$ cat src/rtl/wpv_pkg.sv
// Shared constants, types and helper functions of the wdisc point variation block.
// No dependencies; used by every RTL file of the block but wpv_delay.
`timescale 1ns / 1ps
package wpv_pkg;

	localparam int XW           = 32;
	localparam int CORDIC_STEPS = 30;
	localparam int ROOT_BITS    = 32;
	localparam int QUO_BITS     = 32;
	localparam int SQ_W         = 64;
	localparam int NUM_W        = 48;
	localparam int DEN_W        = 33;
	localparam int VEC_W        = 66;
	localparam int ROT_W        = 34;
	localparam int ANG_W        = 35;
	localparam int SUM_W        = 48;

	localparam logic [XW-1:0]           AMOUNT_RESET = 32'h0001_0000;
	localparam logic signed [ANG_W-1:0] PI_Q30       = 35'sd3373259426;
	localparam logic signed [ANG_W-1:0] HALF_PI_Q30  = 35'sd1686629713;
	localparam logic signed [29:0]      INV_PI_Q30   = 30'sd341782638;
	localparam logic signed [ROT_W-1:0] GAIN_INV_Q30 = 34'sd652032874;
	localparam logic signed [XW-1:0]    Q30_ONE      = 32'sd1073741824;

	typedef enum logic {
		CORDIC_VEC,
		CORDIC_ROT
	} cordic_mode_t;

	typedef struct packed {
		logic signed [XW-1:0] tz;
		logic signed [XW-1:0] px;
		logic signed [XW-1:0] py;
		logic signed [XW-1:0] pz;
	} payload_t;

	// arctangent of 2^-idx in Q30 radians
	function automatic logic signed [ANG_W-1:0] atan_q30(input int idx);
		logic signed [ANG_W-1:0] v;
		case (idx)
			0:  v = 35'sd843314857;
			1:  v = 35'sd497837829;
			2:  v = 35'sd263043837;
			3:  v = 35'sd133525159;
			4:  v = 35'sd67021687;
			5:  v = 35'sd33543516;
			6:  v = 35'sd16775851;
			7:  v = 35'sd8388437;
			8:  v = 35'sd4194283;
			9:  v = 35'sd2097149;
			10: v = 35'sd1048576;
			11: v = 35'sd524288;
			12: v = 35'sd262144;
			13: v = 35'sd131072;
			14: v = 35'sd65536;
			15: v = 35'sd32768;
			16: v = 35'sd16384;
			17: v = 35'sd8192;
			18: v = 35'sd4096;
			19: v = 35'sd2048;
			20: v = 35'sd1024;
			21: v = 35'sd512;
			22: v = 35'sd256;
			23: v = 35'sd128;
			24: v = 35'sd64;
			25: v = 35'sd32;
			26: v = 35'sd16;
			27: v = 35'sd8;
			28: v = 35'sd4;
			29: v = 35'sd2;
			default: v = '0;
		endcase
		return v;
	endfunction

	// clamp a rotation result to [-1.0, 1.0] in Q2.30
	function automatic logic signed [XW-1:0] clamp_q30(input logic signed [ROT_W-1:0] v);
		logic signed [XW-1:0] r;
		if (v > ROT_W'(Q30_ONE))
			r = Q30_ONE;
		else if (v < -ROT_W'(Q30_ONE))
			r = -Q30_ONE;
		else
			r = v[XW-1:0];
		return r;
	endfunction

	// saturate a wide sum to signed 32 bits
	function automatic logic signed [XW-1:0] sat_q16(input logic signed [SUM_W-1:0] v);
		logic signed [XW-1:0] r;
		if (v > SUM_W'(32'sh7FFF_FFFF))
			r = 32'sh7FFF_FFFF;
		else if (v < -SUM_W'(48'sh0000_8000_0000))
			r = 32'sh8000_0000;
		else
			r = v[XW-1:0];
		return r;
	endfunction

endpackage

$ cat src/rtl/wpv_div_cell.sv
// One registered quotient bit of a restoring unsigned divider.
// Depends on wpv_pkg for the operand widths.
`timescale 1ns / 1ps
module wpv_div_cell #(
	parameter int K = 0
) (
	input  logic                               clk,
	input  logic                               en,
	input  logic [wpv_pkg::NUM_W-1:0]    rem_in,
	input  logic [wpv_pkg::DEN_W-1:0]    den_in,
	input  logic [wpv_pkg::QUO_BITS-1:0] quo_in,
	output logic [wpv_pkg::NUM_W-1:0]    rem_q,
	output logic [wpv_pkg::DEN_W-1:0]    den_q,
	output logic [wpv_pkg::QUO_BITS-1:0] quo_q
);
	import wpv_pkg::*;

	localparam int TW = DEN_W + QUO_BITS;

	logic [TW-1:0] trial;
	logic          fits;

	// shifted divisor against the partial remainder
	always_comb begin
		trial = TW'(den_in) << K;
		fits  = TW'(rem_in) >= trial;
	end

	always_ff @(posedge clk) begin
		if (en) begin
			rem_q <= fits ? rem_in - trial[NUM_W-1:0] : rem_in;
			den_q <= den_in;
			quo_q <= fits ? quo_in | (QUO_BITS'(1) << K) : quo_in;
		end
	end

endmodule

$ cat config.mk
export PLATFORM = sky130hd
export DESIGN_NAME = wpv_div_cell
export DESIGN_NICKNAME = d
export VERILOG_FILES = /design/src/rtl/wpv_pkg.sv /design/src/rtl/wpv_div_cell.sv
export SDC_FILE = /design/constraint.sdc
export NUM_CORES = 1
export LEC_CHECK = 0
export BUFFER_PORTS_ARGS = -buffer_cell sky130_fd_sc_hd__buf_2
export CAP_MARGIN = 20
export CORE_UTILIZATION = 29
export DETAILED_ROUTE_END_ITERATION = 16
export SETUP_SLACK_MARGIN = 0.5
export SYNTH_ARGS = -nofsm -noshare
export SYNTH_HDL_FRONTEND = slang
export SYNTH_SLANG_ARGS = --single-unit
$ cat constraint.sdc
create_clock -name clk -period 10.16 [get_ports clk]
set_clock_uncertainty 0.05 [all_clocks]
set_input_delay 2.032 -clock clk [delete_from_list [all_inputs] [get_ports clk]]
set_output_delay 2.032 -clock clk [all_outputs]
set_load 0.01 [all_outputs]
==> results.cfg <==
[status]
result_of_the_run = complete, no violations

[clock_network]
cts_root_buffer = sky130_fd_sc_hd__clkbuf_16
cts_repair_resize_count = 0
tritoncts = done
cts_sinks = 113
cts_hold_repair.buffers = 0
cts.htree.levels = 4
tritoncts.num_buffers = 17
clk_slew_on_worst_s_h_paths_ns = 0.06
count_of_buffers_added_by_post_cts_timing_repair_for_setup = 0
ctsLongestPathBuffers = 2

[timing]
worst_slew_pin_slew_ns = 0.858
slew_headroom_pct = 42.8
finalHoldWorstSlack_ns = 1.74
maxClockFrequency_ghz = 0.202
finalSetupViolCount = 0
timing_hold_violations_final = 0
slew_violations = 0
rsz_0062_raised_after_global_routing = false
finalWorstSetupSlack_ns = 5.21
post-route-period-util_pct = 48.7
tns_ns = 0
period_needed_ns = 4.95

[floorplan]
die-area_um2 = 21800
dieWidth_um = 148
initial_core_util_pct = 30.0
die-height_um = 148
io_pins = 228
row_count = 52
fp.coreArea_um2 = 20600

[yosys]
cell_variety_after_synth = 57
leading_register_cell_type_out_of_synthesis = sky130_fd_sc_hd__edfxtp_1
synth_edf_count = 113
synth.cell_area_um2 = 6160
yosysWarnings = 0
synth_nets = 707
flop_and_latch_count_out_of_synthesis = 113
ys_top_cells_by_area = sky130_fd_sc_hd__edfxtp_1, sky130_fd_sc_hd__ha_1, sky130_fd_sc_hd__xor2_1
synthDominantCellAreaShare_pct = 55.1
postSynthCellCount = 558
synth_area_per_cell_um2 = 11.0
synth.yosys.seq_area_share_pct = 55.1
yosysTopAreaCell = sky130_fd_sc_hd__edfxtp_1
asyncSetResetFlopFracSynth_pct = 0

[cells_and_area]
num-nets-final = 934
areaGrowthSynthToFinish_pct = 32.2
final_cell_mix = sky130_fd_sc_hd__buf_2, sky130_fd_sc_hd__edfxtp_1, sky130_fd_sc_hd__nand2_1
antenna_cells = 0
drive_above_1_share_pct = 34.1
most_frequent_standard_cell_in_the_layout_excluding_fill_and_tap_cells = sky130_fd_sc_hd__buf_2

[worst_setup_path]
timing_worst_setup_path_type = in -> reg
worst_setup_path_end_kind = flip-flop
critPathArrivalTime_ns = 5.06
crit_required_ns = 10.27
critPathMaxFanout = 48
startpoint_type = input pin

[route]
dr.first_iter.drc_count = 233
drt_first_pass_iters = 4
drc_errors = 0
vias_per_cell = 4.69
dr_total_vias = 5010
detail_route.wirelength_um = 16200
postRouteAntennaNets = 0
routedWlPerCell_um = 15.2

[worst_hold_path]
holdCritPathClass = in -> reg

[power_and_ir_drop]
p_total_mw = 1.46
leakagePower_nw = 3.45
power.density_nw_per_um2 = 180
worst_ir_drop_vdd_mv = 0.105

[placed_design]
preCtsSetupSlack_ns = 4.55
io_buffers = 227
hpwl_um = 12600
final_estimated_routing_congestion_in_global_placement = 0.870

[run]
cap_violations = 0

[global_route]
antenna_found_initial = 0
grt_pass1_wl_um = 25800
gr_util_all_layers_pct = 15.4
first_global_vias = 4963
grt_max_degree = 69
grt-ovfl-total = 0
==> layout make-up <==
class	count	area (um^2)
clock inverter	15	185
sequential	113	3390
multi-input combinational	382	2490
clock buffer	17	425
timing repair buffer	231	1170
fill	2076	12400
inverter	40	150
tap	270	338
==> routing by layer <==
layer | GRT usage (%) | up-vias | routed length, um
met1 | 19.4 | 2289 | 7350
met3 | 4.85 | 17 | 1190
met5 | 0 | - | 0
met4 | 5.52 | 0 | 283
li1 | - | 2518 | -
met2 | 24.7 | 186 | 7410
==> registers in the layout, indices dropped and copies added (netlist names) <==
register / cells
rem_q: 48
den_q: 33
quo_q: 32
==> power breakdown <==
part | internal, mW | switching, mW | leakage (nW)
Combinational | 0.107 | 0.157 | 2.06
Sequential | 0.574 | 0.0107 | 1.11
Clock | 0.387 | 0.228 | 0.284
Total | 1.07 | 0.395 | 3.45
==> critical path, stage by stage <==
cell	delay (ns)
sky130_fd_sc_hd__buf_2	0.12
sky130_fd_sc_hd__or4_4	0.56
sky130_fd_sc_hd__or4_4	0.46
sky130_fd_sc_hd__or3_4	0.37
sky130_fd_sc_hd__nor2_2	0.14
sky130_fd_sc_hd__o21ai_2	0.11
sky130_fd_sc_hd__nor2_4	0.41
sky130_fd_sc_hd__buf_4	0.46
sky130_fd_sc_hd__mux2_1	0.36
==> synth_stat cells, drive strengths merged (3+ instances only) <==
library cell  number
ha                33
nor2b              3
a31oi              5
a21o               7
edfxtp           113
o21a               3
o21bai             5
clkbuf            16
nand2b             9
and2               4
nand3              4
xor2              29
xnor2             13
nor4               7
nand2             61
nor2              24
nor3              16
or3                8
a21oi             38
o211ai             7
buf                7
inv               40
a211oi             3
nand4             12
o21ai             58
or4                3
==> worst paths after layout <==
check             slack (ns)       start  cells after the start                   to
hold / removal          1.74  quo_in[27]                      1  quo_q[27]$_DFFE_PP_
setup / recovery        5.21  rem_in[38]                      9  rem_q[26]$_DFFE_PP_
==> per-stage QoR <==
stage          instances  util (%)  instance area, um^2
4_1_cts             1067      39.6                 8140
5_1_grt             1068      39.6                 8150
3_5_place_dp        1035      36.6                 7530
6_report            1068      39.6                 8150
3_3_place_gp        1035      36.6                 7530
2_1_floorplan        558         -                 6160
==> cell families (layout without fill, tap and decap cells) <==
kind of cell,after synthesis,in the layout,synth area share (%)
adders and majority gates,34,34,7.02
DFF,113,113,55.1
buffers and inverters,63,303,4.61
AOI/OAI and AO/OA,145,145,14.2
and+or+nand+nor,157,157,12.5
muxes,4,4,0.690
xor gates and xnor gates,42,42,5.97
(Power assumes the default switching activity.)
