--- src/rtl/wpv_pkg.sv ---
// Shared constants, types and helper functions of the wdisc point variation block.
// No dependencies; used by every RTL file of the block but wpv_delay.
`timescale 1ns / 1ps
package wpv_pkg;

	localparam int XW           = 32;
	localparam int CORDIC_STEPS = 30;
	localparam int ROOT_BITS    = 32;
	localparam int QUO_BITS     = 32;
	localparam int SQ_W         = 64;
	localparam int NUM_W        = 48;
	localparam int DEN_W        = 33;
	localparam int VEC_W        = 66;
	localparam int ROT_W        = 34;
	localparam int ANG_W        = 35;
	localparam int SUM_W        = 48;

	localparam logic [XW-1:0]           AMOUNT_RESET = 32'h0001_0000;
	localparam logic signed [ANG_W-1:0] PI_Q30       = 35'sd3373259426;
	localparam logic signed [ANG_W-1:0] HALF_PI_Q30  = 35'sd1686629713;
	localparam logic signed [29:0]      INV_PI_Q30   = 30'sd341782638;
	localparam logic signed [ROT_W-1:0] GAIN_INV_Q30 = 34'sd652032874;
	localparam logic signed [XW-1:0]    Q30_ONE      = 32'sd1073741824;

	typedef enum logic {
		CORDIC_VEC,
		CORDIC_ROT
	} cordic_mode_t;

	typedef struct packed {
		logic signed [XW-1:0] tz;
		logic signed [XW-1:0] px;
		logic signed [XW-1:0] py;
		logic signed [XW-1:0] pz;
	} payload_t;

	// arctangent of 2^-idx in Q30 radians
	function automatic logic signed [ANG_W-1:0] atan_q30(input int idx);
		logic signed [ANG_W-1:0] v;
		case (idx)
			0:  v = 35'sd843314857;
			1:  v = 35'sd497837829;
			2:  v = 35'sd263043837;
			3:  v = 35'sd133525159;
			4:  v = 35'sd67021687;
			5:  v = 35'sd33543516;
			6:  v = 35'sd16775851;
			7:  v = 35'sd8388437;
			8:  v = 35'sd4194283;
			9:  v = 35'sd2097149;
			10: v = 35'sd1048576;
			11: v = 35'sd524288;
			12: v = 35'sd262144;
			13: v = 35'sd131072;
			14: v = 35'sd65536;
			15: v = 35'sd32768;
			16: v = 35'sd16384;
			17: v = 35'sd8192;
			18: v = 35'sd4096;
			19: v = 35'sd2048;
			20: v = 35'sd1024;
			21: v = 35'sd512;
			22: v = 35'sd256;
			23: v = 35'sd128;
			24: v = 35'sd64;
			25: v = 35'sd32;
			26: v = 35'sd16;
			27: v = 35'sd8;
			28: v = 35'sd4;
			29: v = 35'sd2;
			default: v = '0;
		endcase
		return v;
	endfunction

	// clamp a rotation result to [-1.0, 1.0] in Q2.30
	function automatic logic signed [XW-1:0] clamp_q30(input logic signed [ROT_W-1:0] v);
		logic signed [XW-1:0] r;
		if (v > ROT_W'(Q30_ONE))
			r = Q30_ONE;
		else if (v < -ROT_W'(Q30_ONE))
			r = -Q30_ONE;
		else
			r = v[XW-1:0];
		return r;
	endfunction

	// saturate a wide sum to signed 32 bits
	function automatic logic signed [XW-1:0] sat_q16(input logic signed [SUM_W-1:0] v);
		logic signed [XW-1:0] r;
		if (v > SUM_W'(32'sh7FFF_FFFF))
			r = 32'sh7FFF_FFFF;
		else if (v < -SUM_W'(48'sh0000_8000_0000))
			r = 32'sh8000_0000;
		else
			r = v[XW-1:0];
		return r;
	endfunction

endpackage

--- src/rtl/wpv_root_cell.sv ---
// One registered digit of a restoring integer square root.
// Depends on wpv_pkg for the operand widths.
`timescale 1ns / 1ps
module wpv_root_cell #(
	parameter int K = 0
) (
	input  logic                                 clk,
	input  logic                                 en,
	input  logic [wpv_pkg::SQ_W-1:0]      rem_in,
	input  logic [wpv_pkg::ROOT_BITS-1:0] root_in,
	output logic [wpv_pkg::SQ_W-1:0]      rem_q,
	output logic [wpv_pkg::ROOT_BITS-1:0] root_q
);
	import wpv_pkg::*;

	localparam int TW = SQ_W + 2;

	logic [TW-1:0] trial;
	logic          fits;

	// trial subtrahend for setting bit K of the root
	always_comb begin
		trial = (TW'(root_in) << (K + 1)) + (TW'(1) << (2 * K));
		fits  = TW'(rem_in) >= trial;
	end

	always_ff @(posedge clk) begin
		if (en) begin
			rem_q  <= fits ? rem_in - trial[SQ_W-1:0] : rem_in;
			root_q <= fits ? root_in | (ROOT_BITS'(1) << K) : root_in;
		end
	end

endmodule

--- config.mk ---
export PLATFORM = sky130hd
export DESIGN_NAME = wpv_root_cell
export DESIGN_NICKNAME = d
export VERILOG_FILES = /design/src/rtl/wpv_pkg.sv /design/src/rtl/wpv_root_cell.sv
export SDC_FILE = /design/constraint.sdc
export NUM_CORES = 1
export LEC_CHECK = 0
export ABC_AREA = 1
export BUFFER_PORTS_ARGS = -buffer_cell sky130_fd_sc_hd__buf_2
export CORE_MARGIN = 1
export CORE_UTILIZATION = 45
export CTS_BUF_LIST = sky130_fd_sc_hd__clkbuf_16
export DETAILED_ROUTE_END_ITERATION = 6
export PLACE_DENSITY = 0.69
export SETUP_SLACK_MARGIN = 0.5
export SYNTH_ARGS = -nofsm -noshare
export SYNTH_HDL_FRONTEND = slang
export SYNTH_SLANG_ARGS = --single-unit
--- constraint.sdc ---
create_clock -name clk -period 3.1 [get_ports clk]
set_input_delay 0.62 -clock clk [delete_from_list [all_inputs] [get_ports clk]]
set_output_delay 0.62 -clock clk [all_outputs]
set_load 0.01 [all_outputs]
==> results of run 1 <==
## per-layer routing
layer  track usage  wire length, µm
met3        0.0276             1440
met5             0                0
met1         0.399            11900
met2         0.416            10900
met4        0.0732              344
## critical path, stage by stage
cell and delay (ns):
buf_2 0.13, fa_2 0.43, nand3_1 0.11, nand3_2 0.11
nand2_1 0.08, nand2_1 0.08, nand2_1 0.09, nand2_2 0.10
nand2_1 0.09, nand2_2 0.10, a21oi_4 0.22, buf_4 0.18
buf_8 0.20, a21oi_2 0.04
## metrics by stage
stage	util	setup slack, ns	instance area (µm²)	cells	power [µW]
after CTS	0.555	0.526	9300	1552	3780
after floorplan	-	0.610	7820	1126	2300
after global routing	0.563	0.475	9430	1560	3960
after detailed placement	0.539	0.139	9030	1536	2740
final	0.563	0.621	9430	1560	3780
after global placement	0.539	0.206	9030	1536	2730
## layout make-up
class | instances | area, µm² | share of cell area
Multi-Input combinational cell | 800 | 4000 | 0.425
Sequential cell | 96 | 2880 | 0.306
Clock inverter | 7 | 40.0 | 0.00425
Inverter | 220 | 826 | 0.0876
Timing Repair Buffer | 208 | 1180 | 0.125
Clock buffer | 9 | 225 | 0.0239
Tap cell | 220 | 275 | 0.0292
## cells by family (layout without fill, tap and decap cells)
family,Yosys count,in the layout
fa+ha+maj,34,34
simple gates,654,654
xor+xnor,30,30
flops,96,96
buf+inv,230,444
compound gates,82,82
## sequential cells by signal (all words and copies together), names as in the netlist
signal / count
root_q: 32
rem_q: 64
## power by group
part	switching, µW	internal, µW	total (µW)	leakage [µW]
Clock	515	538	1050	0.000133
Sequential	39.6	1600	1640	0.000940
Combinational	680	400	1080	0.00384
Total	1230	2540	3780	0.00491
## worst paths after layout
path,start,to,cells past startpoint
hold / removal,root_in[12],root_q[12],1
setup / recovery,rem_in[1],rem_q[46],14
## placed cells by master, fill, tap and decap left out, types with 6 or more instances in the layout
| cell type | synthesis | routed |
|---|---|---|
| buf_4 | 1 | 8 |
| nand4_1 | 6 | 6 |
| edfxtp_1 | 96 | 96 |
| xnor2_1 | 20 | 20 |
| o21ai_2 | 17 | 17 |
| nor2_1 | 118 | 116 |
| buf_2 | 1 | 192 |
| nand3_1 | 52 | 52 |
| nand2_4 | 10 | 11 |
| clkbuf_16 | 0 | 11 |
| nand2_1 | 437 | 437 |
| inv_1 | 215 | 217 |
| a21oi_2 | 29 | 29 |
| nor3_1 | 14 | 14 |
| a21oi_1 | 24 | 24 |
| ha_1 | 33 | 33 |
| xor2_1 | 10 | 10 |
## what timing repair did
item                                    4_1_cts  5_1_grt
hold buffers                                  0        0
gates resized for setup                       0        5
endpoints found under the setup margin        0       64
buffers inserted                              0        4
==> flow_summary_export.csv, run 1 <==
group,metric,value,unit
outcome,status,"finished clean",
clock_tree,root_buffer,"clkbuf_16",
layout,area_delta_synth_final,20.7,%
floorplan,num_io_pins,194,
drt,vias,7687,
global_routing,grt_pass1_vias,6920,
global_routing,grt_overflow,0,
critical_path,cp-start-kind,"input pin",
synthesis,synth_xor_xnor_area_share,0.0336,
critical_path,critical_path_class,"input pin to flip-flop",
timing,period_needed,2.48,ns
synthesis,synth-adder-area-share,0.0554,
timing,fmax,403,MHz
floorplan,initial_core_util,0.466,
synthesis,synth_edf_count,96,
synthesis,synth_top_area_share,0.369,
drt,wire_per_inst,15.7,µm
drt,drt_iter0_markers,594,
floorplan,die_w,134,µm
drt,vias_per_cell,4.93,
drt,wl,24500,µm
synthesis,synth-simple-area-share,0.344,
timing,holdWs,0.448,ns
layout,layout-drive-gt1-share,0.223,
layout,fin_nets,1467,
synthesis,ys_ff_latch,96,
timing,rsz0062_at_grt,"no",
placed_design,place_hpwl,19600,µm
power_and_ir_drop,power.leakage,0.00491,µW
synthesis,synth.area.top_cells,"edfxtp_1 37%, nand2_1 21%, inv_1 10%",
synthesis,ys_warn_count,0,
timing,final-max-slew-violation-count,0,
global_routing,grt_start_max_net_pins,68,
power_and_ir_drop,max-vdd-ir-drop,265,µV
critical_path,cp_max_fo,10,
placed_design,place.gp.congestion,0.945,
timing,fin_tns_setup,0,ns
synthesis,yosysTopAreaCell,"edfxtp_1",
critical_path,arrival,2.59,ns
synthesis,synth_top_family_by_area,"simple AND/OR/NAND/NOR gates",
critical_path,crit_required,3.21,ns
drt,post-route-drc-count,0,
clock_tree,cts.htree.levels,3,
global_routing,track_usage,0.269,
timing,worst_pin_slew,0.449,ns
clock_tree,cts.path.max_buffers,2,
flow_run,maxCapViolCount,0,
floorplan,core,16800,µm²
synthesis,muxShareOfSynthArea,0,
clock_tree,clock-sinks,96,
placed_design,io_buffers,193,
synthesis,synthTopCellsByCount,"437 x nand2_1, 215 x inv_1, 118 x nor2_1",
timing,timing.final.crit_share,0.800,
global_routing,antenna_found_initial,0,
timing,setup-violations-final,0,
floorplan,dieArea,17900,µm²
floorplan,die_y,134,µm
clock_tree,cts_buffers,9,
power_and_ir_drop,power.density,401,nW/µm²
synthesis,yosysMostFrequentCell,"nand2_1",
drt,drt_pass1_iterations,7,
synthesis,netlist_area,7810,µm²
critical_path,cp-end-kind,"flip-flop",
synthesis,async_flop_share,0,
synthesis,postSynthAreaPerCell,6.94,µm²
layout,fillers,1685,
synthesis,synth_flop_cell,"edfxtp_1",
layout,diodes,0,
synthesis,synth_compound_area_frac,0.0773,
timing,hold_viol,0,
synthesis,syn-num-nets,1258,
min_path,min_path_type,"input pin to flip-flop",
synthesis,synth_cell_types,35,
clock_tree,path_clk_slew,0.07,ns
synthesis,yosysSeqAreaShare,0.369,
floorplan,placementRows,47,
drt,ant_nets,0,
global_routing,grt_pass1_wl,36700,µm
synthesis,synthCells,1126,
timing,relSlewSlack,0.701,
clock_tree,tritoncts,"yes",
No activity file was read; power rests on OpenSTA's default activity.
==> run 2: changes to the inputs <==
--- a/config.mk
+++ b/config.mk
@@ -11,7 +11,7 @@
 export CORE_UTILIZATION = 45
 export CTS_BUF_LIST = sky130_fd_sc_hd__clkbuf_16
 export DETAILED_ROUTE_END_ITERATION = 6
-export PLACE_DENSITY = 0.69
+export PLACE_DENSITY = 0.72
 export SETUP_SLACK_MARGIN = 0.5
 export SYNTH_ARGS = -nofsm -noshare
 export SYNTH_HDL_FRONTEND = slang
==> constraint.sdc (replaced) <==
create_clock -name clk -period 2.2 [get_ports clk]
set_input_delay 0.44 -clock clk [delete_from_list [all_inputs] [get_ports clk]]
set_output_delay 0.44 -clock clk [all_outputs]
set_load 0.01 [all_outputs]
==> run 2 against run 1 <==
  * The flow now finishes with violations (design-rule violations)
  * Global-route usage up 5.5 points
  * Sequential power up 41%
  * Flip-flop and latch count unchanged
  * Largest power group unchanged
==> flow_summary_export.csv, run 2 (synthesis gave the netlist of run 1 again) <==
group,metric,value,unit
critical_path,critical_path_class,"input pin to flip-flop",
timing,timing.final.crit_share,0.974,
global_routing,track_usage,0.324,
clock_tree,clock-sinks,96,
outcome,violations,"design-rule violations",
min_path,min_path_type,"input pin to flip-flop",
layout,layout-drive-gt1-share,0.443,
power_and_ir_drop,p_clk_frac,0.262,
drt,post-route-drc-count,2,
layout,multiInputGateArea,5010,µm²
layout,regMostFlops,"rem_q",
drt,drt_pass1_iterations,7,
timing,relSlewSlack,0.630,
placed_design,dp_slack,-0.350,ns
timing,rsz0062_at_grt,"yes",
clock_tree,cts_buffers,9,
layout,final_cell_mix,"371 x nand2_1, 200 x buf_4, 197 x inv_1",
layout,ff_latch_area,2880,µm²
drt,ant_nets,0,
floorplan,die_y,134,µm
layout,post-route-util,0.752,
global_routing,antenna_found_initial,1,
layout,fin_nets,1688,
clock_tree,tritoncts,"yes",
power_and_ir_drop,max-vdd-ir-drop,390,µV
timing,fin_ws,0.0577,ns
timing,final-max-slew-violation-count,0,
floorplan,core,16800,µm²
timing,fmax,467,MHz
placed_design,io_buffers,193,
floorplan,dieArea,17900,µm²
power_and_ir_drop,sw_frac_of_total,0.326,
outcome,status,"finished, violations left",
placed_design,place.gp.congestion,0.980,
global_routing,grt_overflow,0,
floorplan,num_io_pins,194,
drt,vias,9097,
critical_path,cp_max_fo,5,
clock_tree,cts.path.max_buffers,2,
global_routing,grt_start_max_net_pins,97,
power_and_ir_drop,power.total,6220,µW
clock_tree,cts_hold_buf,0,
power_and_ir_drop,internal-power,4190,µW
timing,worst_pin_slew,0.555,ns
layout,stdcell_count,1781,
clock_tree,path_clk_slew,0.08,ns
critical_path,arrival,2.26,ns
floorplan,die_w,134,µm
floorplan,initial_core_util,0.466,
layout,largestRegisters,"rem_q x64, root_q x32",
placed_design,dp.cells,1713,
layout,area_delta_synth_final,61.2,%
critical_path,cp-end-kind,"flip-flop",
drt,vias_per_cell,5.11,
timing,setup-violations-final,0,
layout,diodes,0,
global_routing,grt_pass1_vias,8651,
power_and_ir_drop,pwr-share-seq,0.372,
global_routing,grt_pass1_wl,44000,µm
clock_tree,cts.htree.levels,3,
clock_tree,root_buffer,"clkbuf_16",
layout,final_common_cell,"nand2_1",
critical_path,crit_required,2.32,ns
drt,wl,30200,µm
flow_run,maxCapViolCount,0,
placed_design,place_hpwl,21000,µm
critical_path,cp-start-kind,"input pin",
power_and_ir_drop,power.leakage,0.00631,µW
floorplan,placementRows,47,
power_and_ir_drop,power.density,494,nW/µm²
drt,wire_per_inst,17.0,µm
timing,hold_viol,0,
layout,fillers,1229,
drt,drt_iter0_markers,768,
power_and_ir_drop,power.switching,2030,µW
layout,largest_register_ffs,64,
power_and_ir_drop,power_frac_comb,0.366,
timing,period_needed,2.14,ns
## run 2: cell types whose count changed in the layout (fill, tap and decap cells not counted), sizes merged
cell,delta
buf,+219
bufinv,+1
clkbuf,+1
inv,-1
nand2,+1
## run 2: routing by layer
| metal | part of all wire | GRT usage | up-vias |
|---|---|---|---|
| met2 | 0.47 | 0.535 | 441 |
| met1 | 0.41 | 0.408 | 4234 |
| met3 | 0.080 | 0.0635 | 75 |
| li1 | - | - | 4347 |
| met5 | 0 | 0 | - |
| met4 | 0.039 | 0.148 | 0 |
## run 2: power groups by stage
stage                     Sequential [µW]  Combinational, µW  Clock [µW]
after floorplan                      2460                815           0
after global placement               2350               1850           0
after detailed placement             2350               1870           0
after CTS                            2320               2090        1640
after global routing                 2330               2440        1700
final                                2320               2270        1630
## run 2: area by class of cell
class / count / area share
clock buffers: 9 / 0.0179
inverters: 220 / 0.0677
repair buffers: 428 / 0.260
multi-input cells: 801 / 0.398
clock inverters: 7 / 0.00566
well taps: 220 / 0.0219
flip-flops and latches: 96 / 0.229
## run 2: critical path, cell delays in order
cell and delay, ns:
buf_8 0.10, fa_2 0.41, nand3_4 0.08, nand3_4 0.11
nand2_4 0.10, nand2_4 0.06, nand2_4 0.06, nand2_4 0.06
nand2_4 0.08, nand2_4 0.06, a21oi_4 0.17, buf_12 0.15
buf_12 0.11, buf_16 0.11, buf_8 0.10, o21ai_2 0.04
## run 2: worst paths after layout
check                      start         to  slack, ns  cells past startpoint
worst max-delay path   rem_in[1]  rem_q[11]       0.06                     16
worst min-delay path  root_in[3]  root_q[3]       0.25                      1
## run 2: metrics by stage
step	cell area, µm²	TNS [ns]	hold slack (ns)
6_report	12600	0	0.251
3_3_place_gp	10600	-15.60	0.632
2_1_floorplan	8020	-0.0277	0.539
5_1_grt	12600	-0.0181	0.245
4_1_cts	12100	0	0.242
3_5_place_dp	10600	-18.64	0.633
## run 2: repair_timing
action	in CTS	in global routing
setup endpoints to repair	65	65
endpoints found under the hold margin	0	0
buffers inserted	33	7
pin swaps	36	43
cloned	9	3
resized for setup	151	98
