**config.mk**
```make
export PLATFORM = sky130hd
export DESIGN_NAME = wpv_cordic_cell
export DESIGN_NICKNAME = d
export VERILOG_FILES = /design/src/rtl/wpv_pkg.sv /design/src/rtl/wpv_cordic_cell.sv
export SDC_FILE = /design/constraint.sdc
export NUM_CORES = 1
export LEC_CHECK = 0
export ABC_AREA = 1
export BUFFER_PORTS_ARGS = -buffer_cell sky130_fd_sc_hd__buf_2
export CAP_MARGIN = 10
export CORE_MARGIN = 2
export CORE_UTILIZATION = 25
export CTS_CLUSTER_DIAMETER = 30
export CTS_CLUSTER_SIZE = 8
export DETAILED_ROUTE_END_ITERATION = 8
export HOLD_SLACK_MARGIN = 0.03
export PLACE_DENSITY = 0.45
export SETUP_SLACK_MARGIN = 0.02
export SLEW_MARGIN = 20
export SYNTH_ARGS = -nofsm -noshare
export SYNTH_HDL_FRONTEND = slang
export SYNTH_SLANG_ARGS = --single-unit
```
**constraint.sdc**
```tcl
create_clock -name clk -period 3.4 [get_ports clk]
set_input_delay 0.17 -clock clk [delete_from_list [all_inputs] [get_ports clk]]
set_output_delay 0.17 -clock clk [all_outputs]
set_load 0.02 [all_outputs]
```
**src/rtl/wpv_pkg.sv**
```systemverilog
// Shared constants, types and helper functions of the wdisc point variation block.
// No dependencies; used by every RTL file of the block but wpv_delay.
`timescale 1ns / 1ps
package wpv_pkg;

	localparam int XW           = 32;
	localparam int CORDIC_STEPS = 30;
	localparam int ROOT_BITS    = 32;
	localparam int QUO_BITS     = 32;
	localparam int SQ_W         = 64;
	localparam int NUM_W        = 48;
	localparam int DEN_W        = 33;
	localparam int VEC_W        = 66;
	localparam int ROT_W        = 34;
	localparam int ANG_W        = 35;
	localparam int SUM_W        = 48;

	localparam logic [XW-1:0]           AMOUNT_RESET = 32'h0001_0000;
	localparam logic signed [ANG_W-1:0] PI_Q30       = 35'sd3373259426;
	localparam logic signed [ANG_W-1:0] HALF_PI_Q30  = 35'sd1686629713;
	localparam logic signed [29:0]      INV_PI_Q30   = 30'sd341782638;
	localparam logic signed [ROT_W-1:0] GAIN_INV_Q30 = 34'sd652032874;
	localparam logic signed [XW-1:0]    Q30_ONE      = 32'sd1073741824;

	typedef enum logic {
		CORDIC_VEC,
		CORDIC_ROT
	} cordic_mode_t;

	typedef struct packed {
		logic signed [XW-1:0] tz;
		logic signed [XW-1:0] px;
		logic signed [XW-1:0] py;
		logic signed [XW-1:0] pz;
	} payload_t;

	// arctangent of 2^-idx in Q30 radians
	function automatic logic signed [ANG_W-1:0] atan_q30(input int idx);
		logic signed [ANG_W-1:0] v;
		case (idx)
			0:  v = 35'sd843314857;
			1:  v = 35'sd497837829;
			2:  v = 35'sd263043837;
			3:  v = 35'sd133525159;
			4:  v = 35'sd67021687;
			5:  v = 35'sd33543516;
			6:  v = 35'sd16775851;
			7:  v = 35'sd8388437;
			8:  v = 35'sd4194283;
			9:  v = 35'sd2097149;
			10: v = 35'sd1048576;
			11: v = 35'sd524288;
			12: v = 35'sd262144;
			13: v = 35'sd131072;
			14: v = 35'sd65536;
			15: v = 35'sd32768;
			16: v = 35'sd16384;
			17: v = 35'sd8192;
			18: v = 35'sd4096;
			19: v = 35'sd2048;
			20: v = 35'sd1024;
			21: v = 35'sd512;
			22: v = 35'sd256;
			23: v = 35'sd128;
			24: v = 35'sd64;
			25: v = 35'sd32;
			26: v = 35'sd16;
			27: v = 35'sd8;
			28: v = 35'sd4;
			29: v = 35'sd2;
			default: v = '0;
		endcase
		return v;
	endfunction

	// clamp a rotation result to [-1.0, 1.0] in Q2.30
	function automatic logic signed [XW-1:0] clamp_q30(input logic signed [ROT_W-1:0] v);
		logic signed [XW-1:0] r;
		if (v > ROT_W'(Q30_ONE))
			r = Q30_ONE;
		else if (v < -ROT_W'(Q30_ONE))
			r = -Q30_ONE;
		else
			r = v[XW-1:0];
		return r;
	endfunction

	// saturate a wide sum to signed 32 bits
	function automatic logic signed [XW-1:0] sat_q16(input logic signed [SUM_W-1:0] v);
		logic signed [XW-1:0] r;
		if (v > SUM_W'(32'sh7FFF_FFFF))
			r = 32'sh7FFF_FFFF;
		else if (v < -SUM_W'(48'sh0000_8000_0000))
			r = 32'sh8000_0000;
		else
			r = v[XW-1:0];
		return r;
	endfunction

endpackage

```
**src/rtl/wpv_cordic_cell.sv**
```systemverilog
// One registered CORDIC micro-rotation, vectoring or rotation mode.
// Depends on wpv_pkg for the arctangent table and angle width.
`timescale 1ns / 1ps
module wpv_cordic_cell #(
	parameter wpv_pkg::cordic_mode_t MODE = wpv_pkg::CORDIC_VEC,
	parameter int STEP = 0,
	parameter int W    = 66
) (
	input  logic                             clk,
	input  logic                             en,
	input  logic signed [W-1:0]              x_in,
	input  logic signed [W-1:0]              y_in,
	input  logic signed [wpv_pkg::ANG_W-1:0] z_in,
	output logic signed [W-1:0]              x_q,
	output logic signed [W-1:0]              y_q,
	output logic signed [wpv_pkg::ANG_W-1:0] z_q
);
	import wpv_pkg::*;

	logic signed [W-1:0]     xsh, ysh, x_nxt, y_nxt;
	logic signed [ANG_W-1:0] z_nxt, step_ang;
	logic                    pos;

	// pick the direction and rotate by the step angle
	always_comb begin
		xsh      = x_in >>> STEP;
		ysh      = y_in >>> STEP;
		step_ang = atan_q30(STEP);
		if (MODE == CORDIC_VEC)
			pos = (y_in > 0);
		else
			pos = z_in[ANG_W-1];
		if (pos) begin
			x_nxt = x_in + ysh;
			y_nxt = y_in - xsh;
			z_nxt = z_in + step_ang;
		end else begin
			x_nxt = x_in - ysh;
			y_nxt = y_in + xsh;
			z_nxt = z_in - step_ang;
		end
	end

	// hand the result to the next cell
	always_ff @(posedge clk) begin
		if (en) begin
			x_q <= x_nxt;
			y_q <= y_nxt;
			z_q <= z_nxt;
		end
	end

endmodule

```
==> results of run 1 <==
power breakdown:
| part | switching [uW] | total, uW | leakage (uW) | internal (uW) |
|---|---|---|---|---|
| Sequential | 103 | 2760 | 0.00162 | 2660 |
| Combinational | 3490 | 5050 | 0.0129 | 1560 |
| Clock | 1050 | 2020 | 0.000271 | 965 |
| Total | 4650 | 9830 | 0.0148 | 5180 |
worst max-delay path, delay by kind of cell:
family	cells	cell delay, ns
buffers and inverters	3	0.47
and+or+nand+nor	9	1.38
AOI/OAI and AO/OA	4	0.85
adders and majority gates	1	0.30
xor gates and xnor gates	1	0.15
logic make-up (layout without fill, tap and decap cells):
logic type | after synthesis | after routing
and+or+nand+nor | 2064 | 2064
other | 0 | 3
adders and majority gates | 232 | 232
buffers and inverters | 776 | 1258
xor gates and xnor gates | 97 | 97
DFF | 166 | 166
AOI/OAI and AO/OA | 661 | 661
cell type report:
type | instances | area [um2] | share of cell area [%]
inverter | 686 | 2580 | 8.88
sequential | 166 | 4980 | 17.2
clock inverter | 14 | 135 | 0.466
tap | 1276 | 1600 | 5.50
antenna | 3 | 7.51 | 0.0259
multi-input combinational | 3054 | 16000 | 55.3
timing repair buffer | 540 | 3250 | 11.2
clock buffer | 18 | 429 | 1.48
worst max-delay path by stage:
| stage | cells after the start | slack (ns) | endpoint | from |
|---|---|---|---|---|
| 6_report | 18 | 0.33 | z_q[25]$_DFFE_PP_ | y_in[53] |
| 5_1_grt | 20 | 0.05 | z_q[29]$_DFFE_PP_ | y_in[53] |
| 4_1_cts | 17 | 0.11 | z_q[28]$_DFFE_PP_ | y_in[49] |
| 3_5_place_dp | 17 | -0.47 | z_q[28]$_DFFE_PP_ | y_in[49] |
| 3_3_place_gp | 20 | -0.57 | z_q[29]$_DFFE_PP_ | y_in[53] |
| 2_1_floorplan | 18 | 0.46 | z_q[32]$_DFFE_PP_ | y_in[45] |
state kept, by name, summed over array words and instances (netlist names):
register / cells
x_q: 66
y_q: 65
z_q: 35
through the flow:
| step | total power (uW) | worst slack (ns) | std cells |
|---|---|---|---|
| 4_1_cts | 9900 | 0.105 | 5754 |
| 2_1_floorplan | 5710 | 0.459 | 3996 |
| 3_3_place_gp | 7810 | -0.567 | 5720 |
| 3_5_place_dp | 7790 | -0.474 | 5720 |
| 6_report | 9830 | 0.329 | 5757 |
| 5_1_grt | 10400 | 0.0474 | 5755 |
layer usage:
metal / wire length, um / up-vias
li1: - / 13684
met1: 52600 / 12650
met2: 54500 / 862
met3: 6760 / 159
met4: 4470 / 12
met5: 80 / -
synthesized netlist by cell type, drive strengths merged (11+ instances only):
cell type / number / area share [%]
nor2: 403 / 6.7
a21oi: 327 / 6.9
nand3: 308 / 6.5
ha: 228 / 12
edfxtp: 166 / 21
xor2: 86 / 3.1
nand4: 44 / 1.1
inv: 686 / 11
nand3b: 12 / 0.37
nor3: 36 / 0.83
nand2: 1231 / 19
o21ai: 272 / 5.7
xnor2: 11 / 0.40
o21bai: 34 / 1.1
nor4: 16 / 0.65
buf: 82 / 2.3
timing repair:
item                                    in CTS  in global routing
endpoints found under the setup margin       0                 15
hold endpoints to repair                     2                  0
resized for setup                            0                  1
hold buffers                                 2                  0
==> summary.txt, run 1 <==
Global routing
  • Busiest layer in global routing: met2
  • Number of global-route vias before repair: ~27000
  • Grt met3 use: around 3.6%
  • Global Route Usage Sum: a little under a quarter
  • Initial antenna violation count: 13
  • Overflow left after global routing: 0
  • Maximum number of pins on one net before global-route repair: 70
  • Global Route met1 Usage: a little under a third
  • Met2 Usage GRT: between 30% and 40%
  • First-pass GRT wire length: approximately 170000 um

Clock network
  • Clk root buf: sky130_fd_sc_hd__clkbuf_16
  • Number of clock sinks: between 150 and 200
  • Count of buffers added by post-CTS timing repair for setup: 0
  • Clock tree from TritonCTS: done
  • Bufs on Longest Clock Path: 2
  • CTS H-tree depth: 4
  • Worst-path clk slew: 0.09 ns
  • Cts bufs inserted: 17

STA
  • Final period utilization: between 90% and 100%
  • Worst max-slew margin expressed relative to the limit: a little under half
  • Accumulated negative setup slack: 0 ns
  • Measured slew at the worst slew-check pin: about 0.82 ns
  • Unrepaired setup endpoints after global routing: no
  • Peak clock frequency supported by timing: ~330 MHz
  • Final critical-path required period: slightly above 3 ns
  • Final hold violations: 0
  • Fin Hold WS: about 0.075 ns
  • Final Setup Violations: 0
  • Number of slew-limit violations in the final report: 0

Worst setup path
  • Data required, critical path: between 3 and 4 ns
  • Most prevalent standard cell on the critical path: sky130_fd_sc_hd__nand2_1
  • Kind of capture point of the worst setup path: register
  • Worst-path cell with the longest stage delay: sky130_fd_sc_hd__nor4_2
  • Stage delay of the slowest cell on the critical path: roughly 0.64 ns
  • Path type of the worst setup path: input port to register
  • Critical path cell sequence: buf_2 > nor4_2 > nand3_1 > nor2_1 > nand3_1 > buf_4 > nand2_8 > buf_4 > ha_1 > a21oi_1 > o21ai_0 > nand2_1 > nand2_1 > nand2_1 > nand2_1 > a21oi_1 > o21ai_1 > xor2_1
  • Critical path data arrival time: about 3.3 ns
  • Sort of element at the start of the critical path: input port
  • Worst Path Max Fanout: 8

Placement
  • Placement-stage cell area: between 0.02 and 0.03 mm2
  • DP Wirelength: approximately 100000 um
  • Final weighted congestion in routability-driven placement: between 0.9 and 1
  • I/O Buffers: about 340

Synth
  • Mux cell area share after synthesis: 0%
  • Count of yosys warnings during synthesis: 0
  • Flop and latch count out of synthesis: 166
  • Mean area per synthesized cell: 6.05 um2
  • Main combinational cell family by area after synthesis: simple AND/OR/NAND/NOR gates
  • Count of cell types in the netlist: 45
  • Synthesized-area fraction occupied by adder cells: around 12%
  • Simple-Gate Fraction of Synth Area: a little over a third
  • Post-synth EDFFs: around 170
  • Number of standard cells after synthesis: about 4000
  • Xor/xnor cell area share of the yosys netlist: about 3.5%
  • Netlist area before placement: 0.0242 mm2
  • Top FF cell, synth: sky130_fd_sc_hd__edfxtp_1
  • Share of the synthesized area in compound gates (AO/OA/AOI/OAI): 14.4%
  • Share of the yosys chip area belonging to registers: 20.6%
  • Number of nets in the synthesized netlist: ~4400
  • Async SR Flop Fraction: 0%

Floorplan
  • Die width: 315 um
  • Chip Height: 315 um
  • Core outline area: ~0.096 mm2
  • Row cnt: 114
  • Total die area: 0.0991 mm2
  • # IOs: approximately 340
  • Starting Density: about a quarter

Routing
  • DR DRC count: 0
  • WL final: between 100000 and 150000 um
  • Residual antenna-violating net count after detailed routing: 0
  • DR iter-0 viols: between 2000 and 2500
  • DRT Pass-1 Iters: 8
  • Post-detailed-route wirelength per cell: 20.6 um
  • Vias: approximately 27000
  • Via-to-Cell Ratio: 4.75

Power and ir drop
  • Pwr per Cell Area: between 300 and 400 mW/mm2
  • Leakage: roughly 0.015 uW
  • Maximum ir drop on the vdd rail: 0.337 mV

Finish
  • Commonest non-fill, non-tap cell in the layout: sky130_fd_sc_hd__nand2_1
  • Area growth syn-to-layout: 20.1%
  • Leading cell types in the layout, fill and taps excluded: sky130_fd_sc_hd__nand2_1, sky130_fd_sc_hd__inv_1, sky130_fd_sc_hd__nor2_1, sky130_fd_sc_hd__buf_2, sky130_fd_sc_hd__a21oi_1
  • Layout net count: between 4000 and 5000
  • Finished layout cell area: between 0.02 and 0.03 mm2
  • Final core utilization: a little under a third
  • Fraction of final layout cells with drive strength greater than 1: roughly 15%
  • Number of inserted filler cells in the final layout: between 10000 and 15000

Min path
  • Cells on Worst Hold Path: 3
  • Min-Delay Startpoint: y_in[0]
  • Hold WC Path Type: input port to register
  • Worst Hold Path EP: x_q[0]$_DFFE_PP_

Run status
  • Outcome: complete, no violations

Job
  • Max-cap viol count: 0
(Power assumes the default switching activity.)
==> inputs of run 2 (changes only) <==
--- a/config.mk
+++ b/config.mk
@@ -16,7 +16,7 @@
 export HOLD_SLACK_MARGIN = 0.03
 export PLACE_DENSITY = 0.45
 export SETUP_SLACK_MARGIN = 0.02
-export SLEW_MARGIN = 20
+export SLEW_MARGIN = 0
 export SYNTH_ARGS = -nofsm -noshare
 export SYNTH_HDL_FRONTEND = slang
 export SYNTH_SLANG_ARGS = --single-unit
==> constraint.sdc (replaced) <==
create_clock -name clk -period 3.4 [get_ports clk]
set_input_delay 0.17 -clock clk [delete_from_list [all_inputs] [get_ports clk]]
set_output_delay 0.17 -clock clk [all_outputs]
set_load 0.005 [all_outputs]
==> summary.txt, run 2 (same netlist as run 1, synthesis figures left out) <==
Floorplan
  • Chip Height: 315 um (unchanged)
  • # IOs: 336 (unchanged)
  • Die width: 315 um (unchanged)
  • Total die area: 0.0991 mm2 (unchanged)
  • Row cnt: 114 (unchanged)
  • Core outline area: 0.0963 mm2 (unchanged)
  • Starting Density: 25.1% (unchanged)

Power and ir drop
  • Leakage: 0.0148 uW (about the same)
  • Pwr per Cell Area: 330 mW/mm2 (-2.6%)
  • Clock group share of total power: 22.0% (+1.5 points)
  • Overall Power: 9590 uW (-2.5%)
  • Switching share of power: 45.2% (-2.1 points)
  • Total internal power: 5250 uW (+1.3%)
  • Net switching power of the design: 4330 uW (-6.7%)
  • Part of the power in combinational logic: 49.1% (-2.3 points)
  • Sequential group share of total power: 28.8% (+0.7 points)
  • Maximum ir drop on the vdd rail: 0.354 mV (+5.2%)

Routing
  • Via-to-Cell Ratio: 4.78 (+0.48%)
  • Total met3 wirelength after detailed routing: 6490 um (-4.0%)
  • Routed length on met2: 54400 um (-0.17%)
  • DRT Pass-1 Iters: 6 (-2)
  • Uppermost metal layer occupied by signal nets: met5
  • WL final: 119000 um (+0.31%)
  • Post-detailed-route wirelength per cell: 20.6 um (+0.31%)
  • Metal-1 WL: 53100 um (+0.81%)
  • DR iter-0 viols: 2075 (+2.8%)
  • Vias: 27498 (+0.48%)
  • Residual antenna-violating net count after detailed routing: 0 (unchanged)
  • DR DRC count: 0 (unchanged)

Finish
  • Final core utilization: 30.2% (about the same)
  • Area occupied by registers: 0.00498 mm2 (unchanged)
  • Area growth syn-to-layout: 20.2% (about the same)
  • Commonest non-fill, non-tap cell in the layout: sky130_fd_sc_hd__nand2_1
  • Finished layout cell area: 0.0290 mm2 (about the same)
  • Number of inserted filler cells in the final layout: 11041 (-0.20%)
  • Layout net count: 4866 (unchanged)
  • Fraction of final layout cells with drive strength greater than 1: 15.4% (unchanged)
  • Biggest registers after layout: x_q (66), y_q (65), z_q (35)
  • Number of flip-flops in the largest register: 66 (unchanged)
  • Final Non-Filler Cells: 5757 (unchanged)
  • Register bank with the most flops: x_q
  • Area used by multi-input combinational logic: 0.0160 mm2 (unchanged)
  • Leading cell types in the layout, fill and taps excluded: sky130_fd_sc_hd__nand2_1, sky130_fd_sc_hd__inv_1, sky130_fd_sc_hd__nor2_1, sky130_fd_sc_hd__buf_2, sky130_fd_sc_hd__a21oi_1

STA
  • Measured slew at the worst slew-check pin: 0.803 ns (-0.0147 ns)
  • Final Setup Violations: 0 (unchanged)
  • Final hold violations: 0 (unchanged)
  • Worst max-slew margin expressed relative to the limit: 46.5% (+0.98 points)
  • Final period utilization: 89.5% (-0.81 points)
  • Unrepaired setup endpoints after global routing: no
  • Peak clock frequency supported by timing: 329 MHz (+0.90%)
  • Number of slew-limit violations in the final report: 0 (unchanged)
  • Final critical-path required period: 3.04 ns (-0.0274 ns)

Placement
  • Placement-stage cell area: 0.0284 mm2 (about the same)
  • I/O Buffers: 335 (unchanged)
  • Instance count after placement with tap cells included: 5720 (unchanged)
  • Final weighted congestion in routability-driven placement: 0.989 (unchanged)
  • DP Wirelength: 104000 um (about the same)

Worst setup path
  • Data required, critical path: 3.67 ns (about the same)
  • Largest delay share family, worst path: simple AND/OR/NAND/NOR gates
  • Worst-path cell with the longest stage delay: sky130_fd_sc_hd__nor4_2
  • Kind of capture point of the worst setup path: register
  • Stage delay of the slowest cell on the critical path: 0.66 ns (+0.02 ns)
  • Most prevalent standard cell on the critical path: sky130_fd_sc_hd__nand2_1
  • Worst Path Max Fanout: 8 (unchanged)
  • Path type of the worst setup path: input port to register
  • Critical path cell sequence: buf_2 > nor4_2 > nand3_1 > nor2_1 > nand3_1 > buf_4 > nand2_8 > buf_4 > ha_1 > a21oi_1 > o21ai_0 > nand2_1 > nand2_1 > nand2_1 > nand2_1 > a21oi_1 > o21ai_1 > xor2_1
  • Count of buffering cells on the critical path with inverters included: 3 (unchanged)
  • Sort of element at the start of the critical path: input port
  • Critical path data arrival time: 3.31 ns (-0.03 ns)

Clock network
  • Bufs on Longest Clock Path: 2 (unchanged)
  • Count of buffers added by post-CTS timing repair for setup: 0 (unchanged)
  • Number of clock sinks: 166 (unchanged)
  • Clk root buf: sky130_fd_sc_hd__clkbuf_16
  • Cts bufs inserted: 17 (unchanged)
  • Clock tree from TritonCTS: done
  • CTS H-tree depth: 4 (unchanged)
  • Worst-path clk slew: 0.09 ns (about the same)

Global routing
  • Maximum number of pins on one net before global-route repair: 70 (unchanged)
  • Global Route Usage Sum: 23.5% (+0.037 points)
  • Number of global-route vias before repair: 26946 (+0.64%)
  • Initial antenna violation count: 13 (unchanged)
  • First-pass GRT wire length: 169000 um (+0.27%)
  • Overflow left after global routing: 0 (unchanged)

Job
  • Max-cap viol count: 0 (unchanged)

Min path
  • Hold WC Path Type: input port to register

Run status
  • Outcome: complete, no violations
[run 2: changes by cell type in the layout (fill, tap and decap cells not counted), sizes merged]
cell    change
bufinv      +1
clkinv      -1
[run 2: through the flow]
step / hold slack (ns) / setup TNS (ns) / worst slack (ns)
after floorplan: 0.282 / 0 / 0.459
after global placement: 0.561 / -18.04 / -0.567
after detailed placement: 0.560 / -15.84 / -0.502
after CTS: 0.0372 / 0 / 0.0667
after global routing: 0.0813 / 0 / 0.119
final: 0.0741 / 0 / 0.357
[run 2: area by class of cell]
| type | count | area share, % |
|---|---|---|
| Antenna cell | 3 | 0.0259 |
| Clock buffer | 18 | 1.48 |
| Clock inverter | 14 | 0.556 |
| Inverter | 686 | 8.88 |
| Multi-Input combinational cell | 3054 | 55.2 |
| Sequential cell | 166 | 17.2 |
| Tap cell | 1276 | 5.50 |
| Timing Repair Buffer | 540 | 11.2 |
[run 2: power groups by stage]
stage               registers (uW)  clock network (uW)  logic [uW]
floorplan                     2820                   0        2520
global placement              2820                   0        4650
detailed placement            2810                   0        4630
CTS                           2780                2200        4660
global route                  2800                2250        5140
finish                        2760                2110        4710
[run 2: repair_timing]
| action | in CTS | in global routing |
|---|---|---|
| endpoints found under the hold margin | 2 | 0 |
| gates resized for setup | 0 | 2 |
| setup endpoints to repair | 0 | 18 |
| hold buffers | 2 | 0 |
[run 2: worst paths after layout]
check	startpoint	endpoint	slack [ns]	depth (start not counted)
max	y_in[53]	z_q[25]$_DFFE_PP_	0.36	18
min	y_in[0]	x_q[0]$_DFFE_PP_	0.07	3
[run 2: layer usage]
metal,up-vias,global-route usage [%]
met5,-,0
met4,16,9.90
met3,159,3.36
met2,855,39.0
met1,12777,30.3
li1,13691,-
